File: src/hdl/hse_pkg.sv
// shared types, codes and defaults for the hash set engine
package hse_pkg;

  // default geometry of the slot store
  localparam int unsigned BUCKETS_DEF = 1024;
  localparam int unsigned WAYS_DEF    = 4;

  // key width and widest bucket index the geometry range allows
  localparam int unsigned KEY_W = 32;
  localparam int unsigned BKT_W = 20;

  // operation codes
  localparam logic [1:0] MODE_INSERT = 2'd0;
  localparam logic [1:0] MODE_DELETE = 2'd1;
  localparam logic [1:0] MODE_QUERY  = 2'd2;

  // status codes
  localparam logic [1:0] ST_DONE     = 2'd0;
  localparam logic [1:0] ST_NOCHANGE = 2'd1;
  localparam logic [1:0] ST_FULL     = 2'd2;

  // request item
  typedef struct packed {
    logic [1:0]              mode;
    logic signed [KEY_W-1:0] key;
  } req_t;

  // result item
  typedef struct packed {
    logic       found;
    logic [1:0] status;
  } rsp_t;

  // classified item handed from front to back
  typedef struct packed {
    logic [1:0]       mode;
    logic [KEY_W-1:0] key;
    logic [BKT_W-1:0] bucket;
  } job_t;

endpackage

File: src/hdl/hse_fifo.sv
// two-entry queue between the front and back ends
module hse_fifo (
  input  logic          clk_i,
  input  logic          rst_ni,
  input  logic          push_i,
  input  hse_pkg::job_t job_i,
  input  logic          pop_i,
  output hse_pkg::job_t head_o,
  output logic          empty_o,
  output logic          full_o
);

  hse_pkg::job_t mem_q [2];
  logic          wr_q, rd_q;
  logic [1:0]    cnt_q;

  // pointers and fill count
  always_ff @(posedge clk_i or negedge rst_ni) begin
    if (!rst_ni) begin
      wr_q  <= 1'b0;
      rd_q  <= 1'b0;
      cnt_q <= '0;
    end else begin
      if (push_i) begin
        wr_q <= ~wr_q;
      end
      if (pop_i) begin
        rd_q <= ~rd_q;
      end
      if (push_i && !pop_i) begin
        cnt_q <= cnt_q + 2'd1;
      end else if (pop_i && !push_i) begin
        cnt_q <= cnt_q - 2'd1;
      end
    end
  end

  // entry storage
  always_ff @(posedge clk_i) begin
    if (push_i) begin
      mem_q[wr_q] <= job_i;
    end
  end

  assign head_o  = mem_q[rd_q];
  assign empty_o = (cnt_q == 2'd0);
  assign full_o  = (cnt_q == 2'd2);

endmodule

File: config.mk
export PLATFORM = sky130hd
export DESIGN_NAME = hse_fifo
export DESIGN_NICKNAME = d
export VERILOG_FILES = /design/src/hdl/hse_pkg.sv /design/src/hdl/hse_fifo.sv
export SDC_FILE = /design/constraint.sdc
export NUM_CORES = 1
export LEC_CHECK = 0
export BUFFER_PORTS_ARGS = -buffer_cell sky130_fd_sc_hd__buf_2
export CORE_ASPECT_RATIO = 0.5
export CORE_UTILIZATION = 50
export DETAILED_ROUTE_END_ITERATION = 8
export GPL_ROUTABILITY_DRIVEN = 0
export PLACE_DENSITY = 0.86
export SLEW_MARGIN = 20
export SYNTH_ARGS = -nofsm -noshare
export SYNTH_HDL_FRONTEND = slang
export SYNTH_SLANG_ARGS = --single-unit
export TNS_END_PERCENT = 100
File: constraint.sdc
create_clock -name clk_i -period 9.6 [get_ports clk_i]
set_clock_uncertainty 0.1 [all_clocks]
set_input_delay 0.48 -clock clk_i [delete_from_list [all_inputs] [get_ports clk_i]]
set_output_delay 0.48 -clock clk_i [all_outputs]
set_load 0.03 [all_outputs]
==> qor.tcl <==
set qor(tritoncts_num_sinks) 112
set qor(die_area_mm2) 0.00906
set qor(muxShareOfSynthArea_pct) 18.3
set qor(final_layout_size_suffix_gt1_share_pct) 59.4
set qor(drt_pre_antenna_iters) 5
set qor(pin_count) 114
set qor(floorplan.initialDensity_pct) 52.8
set qor(floorplan.core_area_mm2) 0.00820
set qor(first_pass_grt_wire_length_mm) 9.79
set qor(synth_compound_gate_area_share_pct) 0
set qor(floorplan.die.width_um) 134
set qor(critical_path_arrival_ns) 2.02
set qor(post_cts_resize_count) 0
set qor(combinational_family_with_the_most_area_after_synthesis) {multiplexers}
set qor(crit_fanout) 55
set qor(remaining_drc_errors) 0
set qor(die_h_um) 67.8
set qor(cts.reportedPaths.clkPinSlew_ns) 0.07
set qor(syn_inst) 184
set qor(rsz0062_at_grt) {no}
set qor(crit_path_end_kind) {primary output}
set qor(timing.reg2reg.setup_slack_ns) 7.61
set qor(final_wl_mm) 6.86
set qor(synthesis.area_mm2) 0.00433
set qor(area.growth.synth_to_final_pct) 20.9
set qor(clock.fmax_mhz) 385
set qor(drt-wirelength-per-cell_um) 16.3
set qor(worst_hold_path.num_cells) 1
set qor(clock_path_buffers) 2
set qor(max_cap_violations) 0
set qor(period_needed_ns) 2.60
set qor(report.final.slew_viol_count) 0
set qor(numPortBuffers) 113
set qor(synthSimpleGateAreaFrac_pct) 0.606
set qor(timing.hold.worst_endpoint) {mem_q[0][7]}
set qor(antennaDiodeCount) 0
set qor(antenna_found_initial) 0
set qor(ys_seq_elements) 112
set qor(design.final.nets) 364
set qor(total_power_w) 0.00165
set qor(worst_r2r_endpoint) {mem_q[0][3]}
set qor(cell_internal_pwr_w) 0.00109
set qor(buffer_cell_driving_the_clock_tree_root) {sky130_fd_sc_hd__clkbuf_16}
set qor(power.share.switching_pct) 34.0
set qor(power.net_switching_w) 0.000562
set qor(post_synth.cell_area_avg_um2) 23.5
set qor(setup_total_negative_slack_ns) 0
set qor(slew_headroom_pct) 34.4
set qor(worstPathRequired_ns) 9.02
set qor(timing.setup.critical_path_class) {reg2out}
set qor(worstHoldPathType) {in2reg}
set qor(maximum_number_of_pins_on_one_net_before_global_route_repair) 56
set qor(cts_htree_levels) 3
set qor(run_status) {complete, no violations}
set qor(synth_cell_types) 13
set qor(routed-via-count) 2010
set qor(power_frac_seq_pct) 44.7
set qor(leakagePower_nw) 2.13
set qor(grt.overflow.total) 0
set qor(drt-vias-per-instance) 4.76
set qor(post_synthesis_adder_cell_area_fraction_pct) 0.289
set qor(hold_path.startpoint) {job_i[7]}
set qor(nature_of_the_critical_path_startpoint) {flop}
set qor(filler_cells_inserted) 603
set qor(groute.usage.overall_pct) 14.9
set qor(hold_buffers) 1
set qor(power_frac_clock_pct) 20.4
set qor(period_share_pct) 27.1
set qor(post_cts.repair.setup_buffers) 0
set qor(tritoncts.num_buffers) 9
set qor(postRouteAntennaNets) 0
set qor(yosys_warnings) 0
set qor(tightest_slew_ns) 0.983
set qor(xor_and_xnor_fraction_of_the_mapped_netlist_area_pct) 1.01
set qor(synth_fp_nets) 243
set qor(pwr-share-comb_pct) 34.9
set qor(first_global_vias) 2067
set qor(place_hpwl_mm) 4.68
set qor(starting_drt_drc_count) 79
set qor(synth.yosys.seq_area_share_pct) 77.2
set qor(critical_path.reg2reg.startpoint) {wr_q}
set qor(timing.final.setup_violations) 0
set qor(rr_worst_depth) 2
set qor(cts_tree) {built}
set qor(irDropWorstVdd_mv) 0.166
set qor(power-per-cell-area_mw_per_mm2) 315
set qor(report.final.hold_viol_count) 0
set qor(std_cell_rows) 23
set qor(clk_latency_ns) 0.32
registers in the layout, summed over array words and instances (netlist names):
name and cells:
rd_q 1, mem_q 108, wr_q 1, cnt_q 2
synthesized netlist by cell type:
cell type	count	share of area [%]
sky130_fd_sc_hd__edfxtp_1	108	75
sky130_fd_sc_hd__mux2_4	49	17
sky130_fd_sc_hd__buf_12	5	2.3
sky130_fd_sc_hd__mux2_2	5	1.3
sky130_fd_sc_hd__dfrtp_1	4	2.3
sky130_fd_sc_hd__xor2_1	4	0.81
sky130_fd_sc_hd__nor2_1	2	0.17
sky130_fd_sc_hd__nor2b_1	2	0.29
sky130_fd_sc_hd__and2_1	1	0.14
sky130_fd_sc_hd__buf_6	1	0.26
sky130_fd_sc_hd__ha_1	1	0.29
sky130_fd_sc_hd__inv_1	1	0.087
sky130_fd_sc_hd__xnor2_1	1	0.20
area by class of cell:
class	count	area (µm²)	area share (%)
multi-input cells	65	883	16.9
flip-flops and latches	112	3350	63.9
repair buffers	116	591	11.3
well taps	112	140	2.68
clock buffers	15	268	5.11
clock inverters	1	5.00	0.0956
inverters	1	3.75	0.0717
stage by stage:
stage	cell area, µm²	worst slack (ns)	cells	utilization [%]	hold slack (ns)
3_3_place_gp	4950	7.35	405	60.4	0.183
3_5_place_dp	4950	7.32	405	60.4	0.193
4_1_cts	5240	6.96	422	63.9	0.228
6_report	5240	7.00	422	63.9	0.237
5_1_grt	5240	6.91	422	63.9	0.220
2_1_floorplan	4330	6.16	184	-	0.0844
worst max-delay path by stage:
stage               slack [ns]   start          end
finish                    7.00    rd_q   head_o[53]
global route              6.91    rd_q   head_o[50]
CTS                       6.96    rd_q   head_o[51]
detailed placement        7.32    rd_q   head_o[51]
global placement          7.35    rd_q   head_o[52]
floorplan                 6.16  push_i  mem_q[0][0]
metal layers:
metal / part of all wire, % / up-vias / track usage (%) / wire, µm
met4: 0.71 / 0 / 4.69 / 49
met5: 0 / - / 0 / 0
met2: 57 / 46 / 30.3 / 3930
met3: 4.2 / 5 / 4.37 / 285
met1: 38 / 1000 / 15.1 / 2590
li1: - / 959 / - / -
power groups by stage:
stage,Combinational [W],Clock [W],Sequential (W)
CTS,0.000585,0.000344,0.000743
detailed placement,0.000583,0,0.000753
finish,0.000576,0.000337,0.000739
floorplan,0.000541,0,0.000686
global placement,0.000574,0,0.000743
global route,0.000605,0.000363,0.000751
logic make-up after synthesis:
logic type	after synthesis
muxes	54
xor gates and xnor gates	5
buffers and inverters	7
adders and majority gates	1
and+or+nand+nor	5
DFF	112
placed cells by master, fill, tap and decap left out:
cell type and count:
sky130_fd_sc_hd__xnor2_1 1, sky130_fd_sc_hd__ha_1 1, sky130_fd_sc_hd__inv_1 1, sky130_fd_sc_hd__clkbuf_16 9
sky130_fd_sc_hd__clkbuf_1 4, sky130_fd_sc_hd__nor2_1 2, sky130_fd_sc_hd__mux2_2 5, sky130_fd_sc_hd__mux2_4 49
sky130_fd_sc_hd__clkinv_2 1, sky130_fd_sc_hd__clkbuf_8 2, sky130_fd_sc_hd__edfxtp_1 108, sky130_fd_sc_hd__dlygate4sd3_1 1
sky130_fd_sc_hd__dfrtp_4 1, sky130_fd_sc_hd__buf_2 113, sky130_fd_sc_hd__nor2b_4 1, sky130_fd_sc_hd__buf_4 2
sky130_fd_sc_hd__xor2_1 4, sky130_fd_sc_hd__and2_2 1, sky130_fd_sc_hd__nor2b_1 1, sky130_fd_sc_hd__dfrtp_1 3
critical path, stage by stage (launching register included):
cell                      delay, ns
sky130_fd_sc_hd__dfrtp_4       1.08
sky130_fd_sc_hd__mux2_2        0.42
sky130_fd_sc_hd__buf_2         0.18
No activity file was read; power rests on OpenSTA's default activity.
