**src/hdl/hse_pkg.sv**
```systemverilog
// shared types, codes and defaults for the hash set engine
package hse_pkg;

  // default geometry of the slot store
  localparam int unsigned BUCKETS_DEF = 1024;
  localparam int unsigned WAYS_DEF    = 4;

  // key width and widest bucket index the geometry range allows
  localparam int unsigned KEY_W = 32;
  localparam int unsigned BKT_W = 20;

  // operation codes
  localparam logic [1:0] MODE_INSERT = 2'd0;
  localparam logic [1:0] MODE_DELETE = 2'd1;
  localparam logic [1:0] MODE_QUERY  = 2'd2;

  // status codes
  localparam logic [1:0] ST_DONE     = 2'd0;
  localparam logic [1:0] ST_NOCHANGE = 2'd1;
  localparam logic [1:0] ST_FULL     = 2'd2;

  // request item
  typedef struct packed {
    logic [1:0]              mode;
    logic signed [KEY_W-1:0] key;
  } req_t;

  // result item
  typedef struct packed {
    logic       found;
    logic [1:0] status;
  } rsp_t;

  // classified item handed from front to back
  typedef struct packed {
    logic [1:0]       mode;
    logic [KEY_W-1:0] key;
    logic [BKT_W-1:0] bucket;
  } job_t;

endpackage

```
**src/hdl/hse_front.sv**
```systemverilog
// front end: takes items and works out the bucket of each key
module hse_front #(
  parameter int unsigned BUCKETS = hse_pkg::BUCKETS_DEF
) (
  input  logic          clk_i,
  input  logic          rst_ni,
  input  logic          take_i,
  input  hse_pkg::req_t req_i,
  input  logic          full_i,
  output logic          push_o,
  output hse_pkg::job_t job_o,
  output logic          busy_o
);

  localparam int unsigned BW      = $clog2(BUCKETS);
  localparam bit          IS_POW2 = ((BUCKETS & (BUCKETS - 1)) == 0);

  logic [hse_pkg::KEY_W-1:0] key_raw;
  logic [hse_pkg::KEY_W-1:0] key_mag;

  // magnitude of the key, most negative value included
  assign key_raw = req_i.key;
  assign key_mag = key_raw[hse_pkg::KEY_W-1] ? (~key_raw + 32'd1) : key_raw;

  if (IS_POW2) begin : g_mask
    // bucket is the low bits of the magnitude
    assign push_o       = take_i;
    assign busy_o       = full_i;
    assign job_o.mode   = req_i.mode;
    assign job_o.key    = key_raw;
    assign job_o.bucket = hse_pkg::BKT_W'(key_mag[BW-1:0]);
  end else begin : g_recip
    // fixed reciprocal of the bucket count, exact for every 32-bit magnitude
    localparam int unsigned     SH      = hse_pkg::KEY_W + BW;
    localparam int unsigned     RW      = hse_pkg::KEY_W + 1;
    localparam int unsigned     PW      = 2 * hse_pkg::KEY_W + 1;
    localparam longint unsigned RECIP_L =
      ((64'd1 << SH) + 64'(BUCKETS) - 64'd1) / 64'(BUCKETS);
    localparam logic [RW-1:0]   RECIP   = RW'(RECIP_L);

    localparam logic [1:0] S_IDLE = 2'd0;
    localparam logic [1:0] S_QUO  = 2'd1;
    localparam logic [1:0] S_REM  = 2'd2;
    localparam logic [1:0] S_PUSH = 2'd3;

    logic [1:0]                state_q, state_d;
    logic [hse_pkg::KEY_W-1:0] mag_q, mag_d;
    logic [hse_pkg::KEY_W-1:0] quo_q, quo_d;
    logic [BW-1:0]             rem_q, rem_d;
    logic [1:0]                mode_q, mode_d;
    logic [hse_pkg::KEY_W-1:0] key_q, key_d;
    logic [PW-1:0]             prod;
    logic [hse_pkg::KEY_W-1:0] scaled;

    // quotient by the reciprocal, then the quotient times the bucket count
    assign prod   = PW'(mag_q) * PW'(RECIP);
    assign scaled = quo_q * hse_pkg::KEY_W'(BUCKETS);

    always_comb begin
      state_d = state_q;
      mag_d   = mag_q;
      quo_d   = quo_q;
      rem_d   = rem_q;
      mode_d  = mode_q;
      key_d   = key_q;
      unique case (state_q)
        S_IDLE: begin
          if (take_i) begin
            mode_d  = req_i.mode;
            key_d   = key_raw;
            mag_d   = key_mag;
            state_d = S_QUO;
          end
        end
        S_QUO: begin
          quo_d   = hse_pkg::KEY_W'(prod >> SH);
          state_d = S_REM;
        end
        S_REM: begin
          rem_d   = BW'(mag_q - scaled);
          state_d = S_PUSH;
        end
        S_PUSH: begin
          if (!full_i) begin
            state_d = S_IDLE;
          end
        end
      endcase
    end

    // control state
    always_ff @(posedge clk_i or negedge rst_ni) begin
      if (!rst_ni) begin
        state_q <= S_IDLE;
      end else begin
        state_q <= state_d;
      end
    end

    // item payload and remainder datapath
    always_ff @(posedge clk_i) begin
      mag_q  <= mag_d;
      quo_q  <= quo_d;
      rem_q  <= rem_d;
      mode_q <= mode_d;
      key_q  <= key_d;
    end

    assign busy_o       = (state_q != S_IDLE);
    assign push_o       = (state_q == S_PUSH) && !full_i;
    assign job_o.mode   = mode_q;
    assign job_o.key    = key_q;
    assign job_o.bucket = hse_pkg::BKT_W'(rem_q);
  end

endmodule

```
**config.mk**
```make
export PLATFORM = sky130hd
export DESIGN_NAME = hse_front
export DESIGN_NICKNAME = d
export VERILOG_FILES = /design/src/hdl/hse_pkg.sv /design/src/hdl/hse_front.sv
export SDC_FILE = /design/constraint.sdc
export NUM_CORES = 1
export LEC_CHECK = 0
export BUFFER_PORTS_ARGS = -buffer_cell sky130_fd_sc_hd__buf_2
export CAP_MARGIN = 30
export CORE_UTILIZATION = 29
export DETAILED_ROUTE_END_ITERATION = 12
export GPL_TIMING_DRIVEN = 0
export PLACE_DENSITY_LB_ADDON = 0.25
export SYNTH_ARGS = -nofsm -noshare
export SYNTH_HDL_FRONTEND = slang
export SYNTH_SLANG_ARGS = --single-unit
```
**constraint.sdc**
```tcl
create_clock -name vclk -period 1.95
set_input_delay 0.39 -clock vclk [all_inputs]
set_output_delay 0.39 -clock vclk [all_outputs]
set_load 0.01 [all_outputs]
```
==> results.toml, run 1 <==
[timing]
drv_slew = 0
rsz0062_at_grt = "true"
fin_crit_ns = 1.98
max_slew.worst_pin.slew_ns = 0.641
setup_violations = 3
setup_tns_ns = -0.0801
clock.fmax_mhz = 504
setup_ws_ns = -0.0341
slew_headroom = 0.573
finalCritPeriodShare = 1.02
finalHoldViolations = 0

[layout]
layout_common_cells = "buf_2, buf_4, conb_1"
fill_cells = 165
final_cell_area_um2 = 982
syn2layout_area_growth_pct = 78.4
clkbuf_count = 0
ff_latch_area_um2 = 0
nNetsFinal = 180
seq_cells = 0
layout.cells.most_common = "buf_2"
final_util = 0.563
drive_above_1_share = 0.820
antennaDiodeCount = 0

[setup_path]
crit_path_start = "req_i[1]"
crit_fanout = 4
critPathCaptureType = "output port"
crit_arrival_ns = 1.59
cp-start-kind = "input port"
path_class = "input port to output port"
cp.required_ns = 1.56

[worst_hold_path]
min_path_cells = 2
worstHoldStart = "req_i[11]"
hold_path_class = "input port to output port"

[route]
via_count = 588
drt_iter0_markers = 1
final_antenna_net_count = 0
routedWlPerCell_um = 7.52
routed_wirelength_um = 1230
via_per_inst = 3.59
dr.pass1.iters = 4
drc = 0

[floorplan]
dieArea_mm2 = 0.00208
num_rows = 15
die_h_um = 45.6
die_x_um = 45.6
initial_core_util = 0.315
ios = 94
coreArea_mm2 = 0.00175

[logic_synthesis]
syn-cell-area_um2 = 551
yosysSeqAreaShare = 0
synthCells = 73
avgSynthCellArea_um2 = 7.54
synth.distinct_cells = 15
yosysWarningCount = 0

[global_route]
busiest_layer = "met2"
grt_max_degree = 11
grt_pass1_wl_um = 1550
antenna_found_initial = 0
gr-total-overflow = 0
use_met1 = 0.115
grt_util_all_layers = 0.0954
use_met2 = 0.194
grt_pass1_vias = 390
use_met3 = 0

[power]
power_leakage_nw = 0.573
power_density_mw_per_mm2 = 242
p_total_w = 0.000238
ir_drop_uv = 109

[placement]
place_congestion = 0.637
place_worst_setup_slack_ns = -0.202
portBuffers = 56
post_dp_cell_area_um2 = 896
dp_hpwl_um = 1050

[run_status]
violations = "setup timing"
status = "complete, but fails checks"

[clocking]
hold_buffers = 0

[flow_run]
cap_viol_max_count = 0
==> final timing paths <==
path,end,slack (ns)
max,job_o[6],-0.03
min,job_o[31],0.96
==> power breakdown <==
part	internal, W	total [W]	switching (W)
clock network	0	0	0
registers	0	0	0
logic	0.000134	0.000238	0.000103
total	0.000134	0.000238	0.000103
==> per-stage QoR <==
step / std cells / hold slack, ns
6_report: 164 / 0.962
2_1_floorplan: 82 / 0.868
3_5_place_dp: 163 / 0.963
4_1_cts: 163 / 0.963
5_1_grt: 164 / 0.966
3_3_place_gp: 163 / 0.964
==> layout make-up <==
type,count,area (um^2),area share
Tap cell,25,31.3,0.0318
Buffer,48,357,0.363
Inverter,2,7.51,0.00764
Multi-Input combinational cell,32,277,0.282
Timing Repair Buffer,57,310,0.316
==> critical path, cell delays in order <==
cell and delay (ns):
buf_8 0.10, inv_2 0.07, ha_4 0.13, or3b_4 0.41, o31ai_4 0.23, xnor2_1 0.13
buf_2 0.14
==> kinds of logic after synthesis <==
group	after synthesis	share of synthesized area
compound gates	7	0.107
xor+xnor	8	0.127
fa+ha+maj	1	0.0227
buf+inv	50	0.661
other cells	1	0.00681
simple gates	6	0.0750
==> synth_stat cells <==
master	count	share of area
buf_4	47	0.64
xnor2_1	8	0.13
o21ai_0	3	0.027
inv_1	2	0.014
nand2_1	2	0.014
o31ai_1	2	0.027
clkbuf_1	1	0.0068
conb_1	1	0.0068
ha_1	1	0.023
nand2b_1	1	0.011
o31ai_2	1	0.023
o41ai_2	1	0.030
or3b_2	1	0.016
or4_1	1	0.014
or4_4	1	0.020
==> routing by layer <==
metal	vias to the layer above	routed length [um]
met3	0	190
li1	310	-
met2	54	623
met1	224	419
met5	-	0
met4	0	0
==> repair_timing <==
action / CTS / global route
pin swaps: 3 / 4
setup endpoints to repair: 6 / 6
gates resized for setup: 11 / 10
gates cloned: 0 / 0
buffers inserted: 0 / 1
Note: power is estimated with default switching activity, not from simulation.
==> inputs of run 2 (changes only) <==
REMOVE_ABC_BUFFERS = 1   (was not set)
==> run 2 against run 1 <==
  * The run still ends with setup timing left
  * Cell count is 45% lower
  * Routed wire length is 22% higher
  * Global-route usage increased by 3.4 points
  * First-iteration DRC count rose to 3.0 times the previous value
  * Die area unchanged
  * Critical endpoint is now job_o[7]
==> results.toml, run 2 (synthesized netlist as in run 1, its figures left out) <==
[layout]
antennaDiodeCount = 0
clkbuf_count = 0
finalNonFillerCells = 91
final_util = 0.289
drive_above_1_share = 0.636
seq_cells = 0
final_cell_area_um2 = 504
ff_latch_area_um2 = 0
syn2layout_area_growth_pct = -8.41
layout_common_cells = "buf_2, conb_1, xnor2_1"
layout.cells.most_common = "buf_2"
nNetsFinal = 107

[power]
p_total_w = 0.000130
ir_drop_uv = 66.6
power_density_mw_per_mm2 = 258
power_leakage_nw = 0.241

[route]
drt_iter0_markers = 3
drc = 0
via_per_inst = 4.43
via_count = 403
routed_wirelength_um = 1510
dr.pass1.iters = 3
final_antenna_net_count = 0
routedWlPerCell_um = 16.5

[timing]
finalCritPeriodShare = 1.02
finalHoldViolations = 0
drv_slew = 0
fin_crit_ns = 1.98
setup_ws_ns = -0.0310
setup_violations = 3
clock.fmax_mhz = 505
rsz0062_at_grt = "true"

[placement]
dp_hpwl_um = 1300
dp.cells = 91
place_congestion = 0.598
post_dp_cell_area_um2 = 419
portBuffers = 32

[setup_path]
crit_path_start = "req_i[0]"
crit_path_top_delay_cell = "or4_4"
cp-start-kind = "input port"
cpPeakStageDelay_ns = 0.58
cp.required_ns = 1.56
crit_fanout = 5
cp_cell_sequence = "buf_8 -> or4_4 -> o41ai_4 -> xnor2_1 -> buf_2"
critPathCaptureType = "output port"
path_class = "input port to output port"
critPathCapture = "job_o[7]"
crit_arrival_ns = 1.59

[global_route]
grt_pass1_vias = 314
antenna_found_initial = 0
grt_pass1_wl_um = 1840
gr-total-overflow = 0
grt_util_all_layers = 0.130
grt_max_degree = 12

[floorplan]
die_h_um = 45.6
ios = 94
num_rows = 15
initial_core_util = 0.315
coreArea_mm2 = 0.00175
dieArea_mm2 = 0.00208
die_x_um = 45.6

[run_status]
status = "complete, but fails checks"
violations = "setup timing"

[clocking]
hold_buffers = 0
post_cts_buffers = 0

[flow_run]
cap_viol_max_count = 0

[worst_hold_path]
hold_path_class = "input port to output port"
-- run 2: area by class of cell --
class                      count  area (um^2)
timing repair buffer          32          186
inverter                       2         10.0
tap                           25         31.3
multi-input combinational     32          277
fill                         201         1240
-- run 2: what timing repair did --
item | CTS | global route
resized for setup | 11 | 10
setup endpoints to repair | 6 | 5
pin swaps | 3 | 4
-- run 2: critical path: cells and delay by family --
kind,cells,cell delay (ns)
xor+xnor,1,0.14
buf+inv,2,0.24
compound gates,1,0.23
simple gates,1,0.58
-- run 2: layer usage --
metal  vias to the layer above  GRT usage  part of all wire  wire length [um]
met5                         -     0.0571                 0                 0
met4                         0          0                 0                 0
met3                         0      0.135              0.21               319
met2                        56      0.166              0.40               599
met1                       178      0.153              0.39               587
li1                        169          -                 -                 -
-- run 2: worst min path at each step --
stage,start,endpoint,slack (ns),cells past startpoint
2_1_floorplan,full_i,busy_o,0.78,0
3_3_place_gp,req_i[12],job_o[32],0.78,0
3_5_place_dp,req_i[12],job_o[32],0.78,0
4_1_cts,req_i[12],job_o[32],0.78,0
5_1_grt,req_i[32],job_o[52],0.78,0
6_report,req_i[11],job_o[31],0.78,0
-- run 2: report_power, final --
part	total (W)	internal [W]	switching, W	leakage (nW)
sequential	0	0	0	0
clock	0	0	0	0
combinational	0.000130	0.0000582	0.0000718	0.241
-- run 2: stage by stage --
step / hold slack, ns / setup TNS, ns / worst slack, ns
floorplan: 0.780 / 0 / 0.0946
global placement: 0.780 / -0.533 / -0.203
detailed placement: 0.780 / -0.535 / -0.191
CTS: 0.780 / -0.0963 / -0.0427
global route: 0.780 / -0.231 / -0.0784
finish: 0.780 / -0.0725 / -0.0310
